==> src/hw/rtl/tvsp_pkg.sv <==
// Shared types and codes of the tagged value stream parser.
// No dependencies; imported by the top level, the checker and the testbench.
`default_nettype none

package tvsp_pkg;

  localparam int unsigned DATA_W   = 8;
  localparam int unsigned SCALAR_W = 64;
  localparam int unsigned LEN_W    = 32;

  // Event codes
  localparam logic [1:0] EV_SCALAR  = 2'd0;
  localparam logic [1:0] EV_HEADER  = 2'd1;
  localparam logic [1:0] EV_PAYLOAD = 2'd2;
  localparam logic [1:0] EV_ERROR   = 2'd3;

  // Type tags
  localparam logic [2:0] TAG_NULL   = 3'd0;
  localparam logic [2:0] TAG_INT64  = 3'd1;
  localparam logic [2:0] TAG_DOUBLE = 3'd2;
  localparam logic [2:0] TAG_STRING = 3'd3;
  localparam logic [2:0] TAG_BYTES  = 3'd4;
  localparam logic [2:0] TAG_BOOL   = 3'd5;

  // Error codes
  localparam logic [2:0] ERR_NONE       = 3'd0;
  localparam logic [2:0] ERR_UNKNOWN    = 3'd1;
  localparam logic [2:0] ERR_TRUNC_SCAL = 3'd2;
  localparam logic [2:0] ERR_TRUNC_LEN  = 3'd3;
  localparam logic [2:0] ERR_TRUNC_PAY  = 3'd4;

  typedef struct packed {
    logic [DATA_W-1:0] data_byte;
    logic              last_byte;
  } in_item_t;

  typedef struct packed {
    logic [1:0]          event_res;
    logic [2:0]          value_type;
    logic [SCALAR_W-1:0] scalar_bits;
    logic [LEN_W-1:0]    value_length;
    logic [DATA_W-1:0]   payload_byte;
    logic                payload_last;
    logic [2:0]          error_code;
    logic                buffer_end;
  } out_item_t;

endpackage

`default_nettype wire

==> src/hw/rtl/tvsp_stream_if.sv <==
// Valid/ready stream channel carrying one item of type payload_t.
// Depends on nothing; the payload type is set where the channel is instantiated.
`default_nettype none

interface tvsp_stream_if #(
  parameter type payload_t = logic
);
  logic     valid;
  logic     ready;
  payload_t payload;

  modport source (output valid, output payload, input ready);
  modport sink (input valid, input payload, output ready);
endinterface

`default_nettype wire

==> src/hw/rtl/tagged_value_stream_parser_top.sv <==
// Tagged value stream parser: one byte in per cycle, at most one event out per byte.
// Takes one input byte per clock whenever the result register is free or is being
// drained in the same cycle: the whole decode of a byte (tag check, 8-byte gather,
// 32-bit payload countdown) settles between the parser state registers and the
// result register, so throughput is one byte per cycle and the event appears on
// out_ch in the cycle after the byte is accepted. in_ch.ready is the result
// register's free flag, so it follows out_ch.ready in the same cycle. Bytes that
// cause no event (tag bytes of multi-byte values, inner scalar and length bytes,
// bytes skipped after an unknown tag) pass without touching the result register.
// Channels use tvsp_pkg::in_item_t and tvsp_pkg::out_item_t as payload types.
`default_nettype none

module tagged_value_stream_parser_top
  import tvsp_pkg::*;
(
  input  logic          clk,
  input  logic          rst_n,
  tvsp_stream_if.sink   in_ch,
  tvsp_stream_if.source out_ch
);

  // Parser phases
  localparam logic [1:0] PH_TAG     = 2'd0;
  localparam logic [1:0] PH_SCALAR  = 2'd1;
  localparam logic [1:0] PH_LENGTH  = 2'd2;
  localparam logic [1:0] PH_PAYLOAD = 2'd3;

  logic [1:0]          phase_r, phase_nxt;
  logic [2:0]          cur_type_r, cur_type_nxt;
  logic [3:0]          cnt_r, cnt_nxt;
  logic [SCALAR_W-1:0] gather_r, gather_nxt;
  logic [LEN_W-1:0]    remain_r, remain_nxt;
  logic                discard_r, discard_nxt;

  logic                out_valid_r;
  out_item_t           out_item_r;

  logic                accept;
  logic                res_vld;
  out_item_t           res;

  logic [DATA_W-1:0]   b;
  logic                last;
  logic [SCALAR_W-1:0] gath_new;
  logic [3:0]          cnt_inc;
  logic [3:0]          need;
  logic [LEN_W-1:0]    remain_dec;
  logic [LEN_W-1:0]    len_val;

  // Result register is free when empty or being drained this cycle.
  assign in_ch.ready    = !out_valid_r || out_ch.ready;
  assign accept         = in_ch.valid && in_ch.ready;
  assign out_ch.valid   = out_valid_r;
  assign out_ch.payload = out_item_r;

  assign b          = in_ch.payload.data_byte;
  assign last       = in_ch.payload.last_byte;
  assign cnt_inc    = cnt_r + 4'd1;
  assign remain_dec = remain_r - {{(LEN_W-1){1'b0}}, 1'b1};
  assign len_val    = gath_new[LEN_W-1:0];

  // Drop the incoming byte into its little-endian lane of the gather register.
  always_comb begin
    gath_new = gather_r;
    gath_new[{cnt_r[2:0], 3'b000} +: DATA_W] = b;
  end

  // Bytes still needed: 4 for a length, 1 for a bool, 8 for other scalars.
  always_comb begin
    if (phase_r == PH_LENGTH) begin
      need = 4'd4;
    end else if (cur_type_r == TAG_BOOL) begin
      need = 4'd1;
    end else begin
      need = 4'd8;
    end
  end

  // Decode of one byte against the parser state.
  always_comb begin
    phase_nxt    = phase_r;
    cur_type_nxt = cur_type_r;
    cnt_nxt      = cnt_r;
    gather_nxt   = gather_r;
    remain_nxt   = remain_r;
    discard_nxt  = discard_r;
    res_vld      = 1'b0;
    res          = '0;
    res.buffer_end = last;

    if (discard_r) begin
      // Skip silently until the buffer ends, then expect a tag.
      if (last) begin
        discard_nxt = 1'b0;
        phase_nxt   = PH_TAG;
        cnt_nxt     = '0;
        gather_nxt  = '0;
        remain_nxt  = '0;
      end
    end else begin
      unique case (phase_r) inside
        PH_TAG: begin
          res.value_type = b[2:0];
          if (b == {DATA_W{1'b0}}) begin
            // Null value completes on its tag.
            cur_type_nxt  = TAG_NULL;
            res_vld       = 1'b1;
            res.event_res = EV_SCALAR;
          end else if (b > {5'd0, TAG_BOOL}) begin
            // Unknown tag: report, then skip the rest of the buffer.
            res_vld        = 1'b1;
            res.event_res  = EV_ERROR;
            res.value_type = TAG_NULL;
            res.error_code = ERR_UNKNOWN;
            discard_nxt    = !last;
            cnt_nxt        = '0;
            gather_nxt     = '0;
            remain_nxt     = '0;
          end else begin
            cur_type_nxt = b[2:0];
            cnt_nxt      = '0;
            gather_nxt   = '0;
            if (last) begin
              res_vld        = 1'b1;
              res.event_res  = EV_ERROR;
              res.error_code = (b[2:0] == TAG_STRING || b[2:0] == TAG_BYTES) ?
                               ERR_TRUNC_LEN : ERR_TRUNC_SCAL;
              remain_nxt     = '0;
            end else if (b[2:0] == TAG_STRING || b[2:0] == TAG_BYTES) begin
              phase_nxt = PH_LENGTH;
            end else begin
              phase_nxt = PH_SCALAR;
            end
          end
        end

        PH_SCALAR, PH_LENGTH: begin
          res.value_type = cur_type_r;
          gather_nxt     = gath_new;
          cnt_nxt        = cnt_inc;
          if (cnt_inc >= need) begin
            res_vld    = 1'b1;
            phase_nxt  = PH_TAG;
            cnt_nxt    = '0;
            gather_nxt = '0;
            remain_nxt = '0;
            if (phase_r == PH_SCALAR) begin
              res.event_res   = EV_SCALAR;
              res.scalar_bits = gath_new;
            end else if (len_val == {LEN_W{1'b0}}) begin
              // Empty string or byte vector: header only.
              res.event_res = EV_HEADER;
            end else if (last) begin
              res.event_res  = EV_ERROR;
              res.error_code = ERR_TRUNC_PAY;
            end else begin
              res.event_res    = EV_HEADER;
              res.value_length = len_val;
              phase_nxt        = PH_PAYLOAD;
              remain_nxt       = len_val;
            end
          end else if (last) begin
            res_vld        = 1'b1;
            res.event_res  = EV_ERROR;
            res.error_code = (phase_r == PH_LENGTH) ? ERR_TRUNC_LEN : ERR_TRUNC_SCAL;
            phase_nxt      = PH_TAG;
            cnt_nxt        = '0;
            gather_nxt     = '0;
            remain_nxt     = '0;
          end
        end

        PH_PAYLOAD: begin
          res_vld        = 1'b1;
          res.value_type = cur_type_r;
          remain_nxt     = remain_dec;
          if (remain_dec == {LEN_W{1'b0}}) begin
            res.event_res    = EV_PAYLOAD;
            res.payload_byte = b;
            res.payload_last = 1'b1;
            phase_nxt        = PH_TAG;
            cnt_nxt          = '0;
            gather_nxt       = '0;
          end else if (last) begin
            // Buffer ended inside the payload.
            res.event_res  = EV_ERROR;
            res.error_code = ERR_TRUNC_PAY;
            phase_nxt      = PH_TAG;
            cnt_nxt        = '0;
            gather_nxt     = '0;
            remain_nxt     = '0;
          end else begin
            res.event_res    = EV_PAYLOAD;
            res.payload_byte = b;
          end
        end

        default: begin
          phase_nxt = PH_TAG;
        end
      endcase
    end
  end

  // Parser state: advance only on an accepted byte.
  always_ff @(posedge clk) begin
    if (!rst_n) begin
      phase_r    <= PH_TAG;
      cur_type_r <= TAG_NULL;
      cnt_r      <= '0;
      gather_r   <= '0;
      remain_r   <= '0;
      discard_r  <= 1'b0;
    end else if (accept) begin
      phase_r    <= phase_nxt;
      cur_type_r <= cur_type_nxt;
      cnt_r      <= cnt_nxt;
      gather_r   <= gather_nxt;
      remain_r   <= remain_nxt;
      discard_r  <= discard_nxt;
    end
  end

  // Result register: load on an event, clear once taken, hold while stalled.
  always_ff @(posedge clk) begin
    if (!rst_n) begin
      out_valid_r <= 1'b0;
    end else begin
      if (out_valid_r && out_ch.ready) begin
        out_valid_r <= 1'b0;
      end
      if (accept && res_vld) begin
        out_valid_r <= 1'b1;
      end
    end
  end

  always_ff @(posedge clk) begin
    if (accept && res_vld) begin
      out_item_r <= res;
    end
  end

endmodule

`default_nettype wire

==> src/flat_wrapper.sv <==
// flat-port wrapper written by rule: the top's interface ports become plain ports
module tagged_value_stream_parser_top_flat import tvsp_pkg::*;
  (clk, rst_n, in_ch_valid, in_ch_payload, in_ch_ready, out_ch_valid, out_ch_payload, out_ch_ready);
  tvsp_stream_if #(.payload_t(in_item_t)) in_ch_i ();
  tvsp_stream_if #(.payload_t(out_item_t)) out_ch_i ();
  input  logic clk;
  input  logic rst_n;
  input wire logic [$bits(in_ch_i.valid)-1:0] in_ch_valid;
  input wire logic [$bits(in_ch_i.payload)-1:0] in_ch_payload;
  output wire logic [$bits(in_ch_i.ready)-1:0] in_ch_ready;
  output wire logic [$bits(out_ch_i.valid)-1:0] out_ch_valid;
  output wire logic [$bits(out_ch_i.payload)-1:0] out_ch_payload;
  input wire logic [$bits(out_ch_i.ready)-1:0] out_ch_ready;
  assign in_ch_i.valid = in_ch_valid;
  assign in_ch_i.payload = in_ch_payload;
  assign in_ch_ready = in_ch_i.ready;
  assign out_ch_valid = out_ch_i.valid;
  assign out_ch_payload = out_ch_i.payload;
  assign out_ch_i.ready = out_ch_ready;
  tagged_value_stream_parser_top u_core (.clk(clk), .rst_n(rst_n), .in_ch(in_ch_i), .out_ch(out_ch_i));
endmodule
==> config.mk <==
export PLATFORM = sky130hd
export DESIGN_NAME = tagged_value_stream_parser_top_flat
export DESIGN_NICKNAME = d
export VERILOG_FILES = /design/src/hw/rtl/tvsp_pkg.sv /design/src/hw/rtl/tvsp_stream_if.sv /design/src/hw/rtl/tagged_value_stream_parser_top.sv /design/src/flat_wrapper.sv
export SDC_FILE = /design/constraint.sdc
export NUM_CORES = 1
export LEC_CHECK = 0
export BUFFER_PORTS_ARGS = -buffer_cell sky130_fd_sc_hd__buf_2
export CORE_MARGIN = 5
export CORE_UTILIZATION = 40
export CTS_CLUSTER_SIZE = 30
export DETAILED_ROUTE_END_ITERATION = 8
export HOLD_SLACK_MARGIN = 0.03
export SYNTH_ARGS = -nofsm -noshare
export SYNTH_HDL_FRONTEND = slang
export SYNTH_SLANG_ARGS = --single-unit
==> constraint.sdc <==
create_clock -name clk -period 11.5 [get_ports clk]
set_input_delay 1.725 -clock clk [delete_from_list [all_inputs] [get_ports clk]]
set_output_delay 1.725 -clock clk [all_outputs]
set_load 0.03 [all_outputs]
==> impl_metrics.json <==
{
  "status": "finished, final reports clean",
  "async_reset_ff_share_pct": 0,
  "ys.warnings.count": 0,
  "syn_nets": 1231,
  "grt_max_degree": 83,
  "grt_usage_pct": 21.57,
  "dpl.hpwl_mm": 23.02,
  "switchingPower_mw": 0.4651,
  "die_h_um": 175.2,
  "place_congestion": 0.9411,
  "core_area_um2": 26950,
  "maxSlewViolCount": 0,
  "clock_latency_ps": 530,
  "drc": 0,
  "path_max_fanout": 32,
  "ant_nets": 0,
  "finalSetupTns_ps": 0,
  "cts_setup_buffers": 0,
  "grt_overflow": 0,
  "synth_flop_cell": "edfxtp_1",
  "min_period_ps": 5498,
  "dieArea_um2": 30700,
  "numCtsBuffers": 25,
  "syn_area_um2": 10920,
  "n_antenna_cell": 0,
  "pwr-share-comb_pct": 8.5,
  "finalPower_mw": 1.824,
  "detail_route.wl_per_cell_um": 20.97,
  "multi_input_area_um2": 4897,
  "drt_iter0_drc": 927,
  "power.static_leakage_nw": 4.532,
  "crit_path_start_kind": "register",
  "seq_area_um2": 5565,
  "reg2reg_from": "u_core.cnt_r[0]",
  "slew_headroom_pct": 16.34,
  "clkTransAtPathRegs_ps": 60,
  "max_freq_ghz": 0.1819,
  "fin_skew_ps": 16.44,
  "crit_arrival_ps": 5730,
  "setup_violations": 0,
  "initial_core_util_pct": 40.51,
  "yosys_register_bits": 221,
  "num_vias": 9545,
  "final_nets": 1303,
  "drive_gt1_share_pct": 15.98,
  "switching_share_pct": 25.50,
  "cts_htree_levels": 1,
  "grt_pass1_vias": 8964,
  "end_kind": "register",
  "area_delta_synth_final_pct": 14.81,
  "fin_crit_sh_pct": 47.81,
  "ys_types": 73,
  "final_cell_mix": "nor2_1, buf_2, nand2_1, a21oi_1, edfxtp_1",
  "crit_required_ps": 11730,
  "p_clk_share_pct": 44.1,
  "seqPwrFrac_pct": 47.4,
  "syn_area_per_cell_um2": 9.060,
  "synthCells": 1205,
  "ys_seq_area_share_pct": 50.98,
  "routed_via_density": 5.834,
  "hp-class": "register to register",
  "worstMarginPinSlew_ps": 1243,
  "cts_sinks": 221,
  "intPower_mw": 1.359,
  "grt_pass1_wl_mm": 53.16,
  "holdBufCountCts": 0,
  "layout_commonest_cell": "nor2_1",
  "cts_root_buf": "clkbuf_16",
  "cts.repair.resized": 0,
  "portBuffers": 128,
  "power.density_nw_per_um2": 145.5,
  "ctsLongestPathBuffers": 3,
  "drv_cap": 0,
  "cts_tree": "done",
  "fillerInstances": 2544,
  "ios": 129,
  "vdd_drop_max_uv": 94.05,
  "antenna_found_initial": 1,
  "worstHoldStart": "u_core.gather_r[36]",
  "synth-edff-count": 114,
  "rsz0062_at_grt": "false",
  "hold_viol": 0,
  "rows": 60,
  "firstDrtPassIters": 5,
  "critPathKind": "register to register",
  "wl_mm": 34.31,
  "startpoint": "u_core.cnt_r[0]",
  "die_x_um": 175.2
}
worst paths after layout:
check | endpoint | slack (ps) | depth (start not counted)
max | u_core.out_ch.payload[18] | 6000 | 10
min | u_core.gather_r[36] | 470 | 2
max reg2reg | u_core.out_ch.payload[18] | 6000 | 10
min reg2reg | u_core.gather_r[36] | 470 | 2
state kept, by name, summed over array words and instances, names as in the netlist:
signal                 count
u_core.cnt_r               4
u_core.cur_type_r          3
u_core.discard_r           1
u_core.gather_r           64
u_core.out_ch.payload    114
u_core.out_ch.valid        1
u_core.phase_r             2
u_core.remain_r           32
metrics by stage:
step                      utilization, %  cells  worst slack, ps  area (µm²)  hold WS (ps)
after detailed placement           43.44   1591             5844       11710         461.6
final                              46.50   1636             6002       12530         470.1
after global routing               46.50   1636             5572       12530         488.9
after floorplan                        -   1205            422.4       10920         445.6
after CTS                          46.50   1636             6051       12530         471.6
after global placement             43.44   1591             5884       11710         457.5
kinds of logic after synthesis:
group	after synthesis	synth area share [%]
AOI/OAI and AO/OA	302	16.73
xor gates and xnor gates	16	1.284
adders and majority gates	13	1.490
buffers and inverters	116	4.412
DFF	221	50.98
muxes	44	4.034
and+or+nand+nor	493	21.07
metal layers:
| metal | track usage (%) | vias up | routed length (µm) |
|---|---|---|---|
| met5 | 0 | - | 0 |
| met4 | 5.172 | 0 | 670 |
| met3 | 4.111 | 57 | 2891 |
| met2 | 33.79 | 395 | 15530 |
| met1 | 30.97 | 4589 | 15220 |
| li1 | - | 4504 | - |
Yosys cell counts (9+ instances only):
library cell | instances | area share (%)
nand3_1 | 25 | 1.1
or3_1 | 9 | 0.52
xnor2_1 | 9 | 0.72
mux2i_1 | 44 | 4.0
nor3b_1 | 11 | 0.76
buf_2 | 13 | 0.60
nor2_1 | 195 | 6.7
nand2_1 | 125 | 4.3
o21ai_0 | 47 | 2.2
o21ai_1 | 26 | 1.2
a31oi_1 | 11 | 0.63
a21oi_1 | 125 | 5.7
nor4_1 | 21 | 1.2
clkbuf_1 | 78 | 2.7
inv_1 | 18 | 0.62
o22ai_1 | 23 | 1.3
edfxtp_1 | 114 | 31
dfxtp_1 | 107 | 20
ha_1 | 13 | 1.5
nor3_1 | 48 | 2.2
final cells by class:
type                            instances  area share (%)
Clock buffer                           33           5.551
Clock inverter                         12           1.038
Inverter                               19          0.5790
Multi-Input combinational cell        868           39.07
Sequential cell                       221           44.40
Tap cell                              341           3.404
Timing Repair Buffer                  142           5.950
critical path, cell delays in order (launching register included):
cell,delay (ps)
dfxtp_1,760
inv_1,200
ha_1,270
ha_1,380
nand4b_1,590
mux2i_1,570
o2111ai_1,160
a211o_1,310
o21ai_0,790
or3_1,1010
nor2_1,140
power by group through the flow:
| stage | Sequential (mW) | Clock (mW) | Combinational, mW |
|---|---|---|---|
| after floorplan | 0.936 | 0 | 0.0547 |
| after global placement | 0.882 | 0 | 0.155 |
| after detailed placement | 0.881 | 0 | 0.156 |
| after CTS | 0.865 | 0.818 | 0.156 |
| after global routing | 0.867 | 0.850 | 0.165 |
| final | 0.864 | 0.804 | 0.156 |
Note: power is estimated with default switching activity, not from simulation.
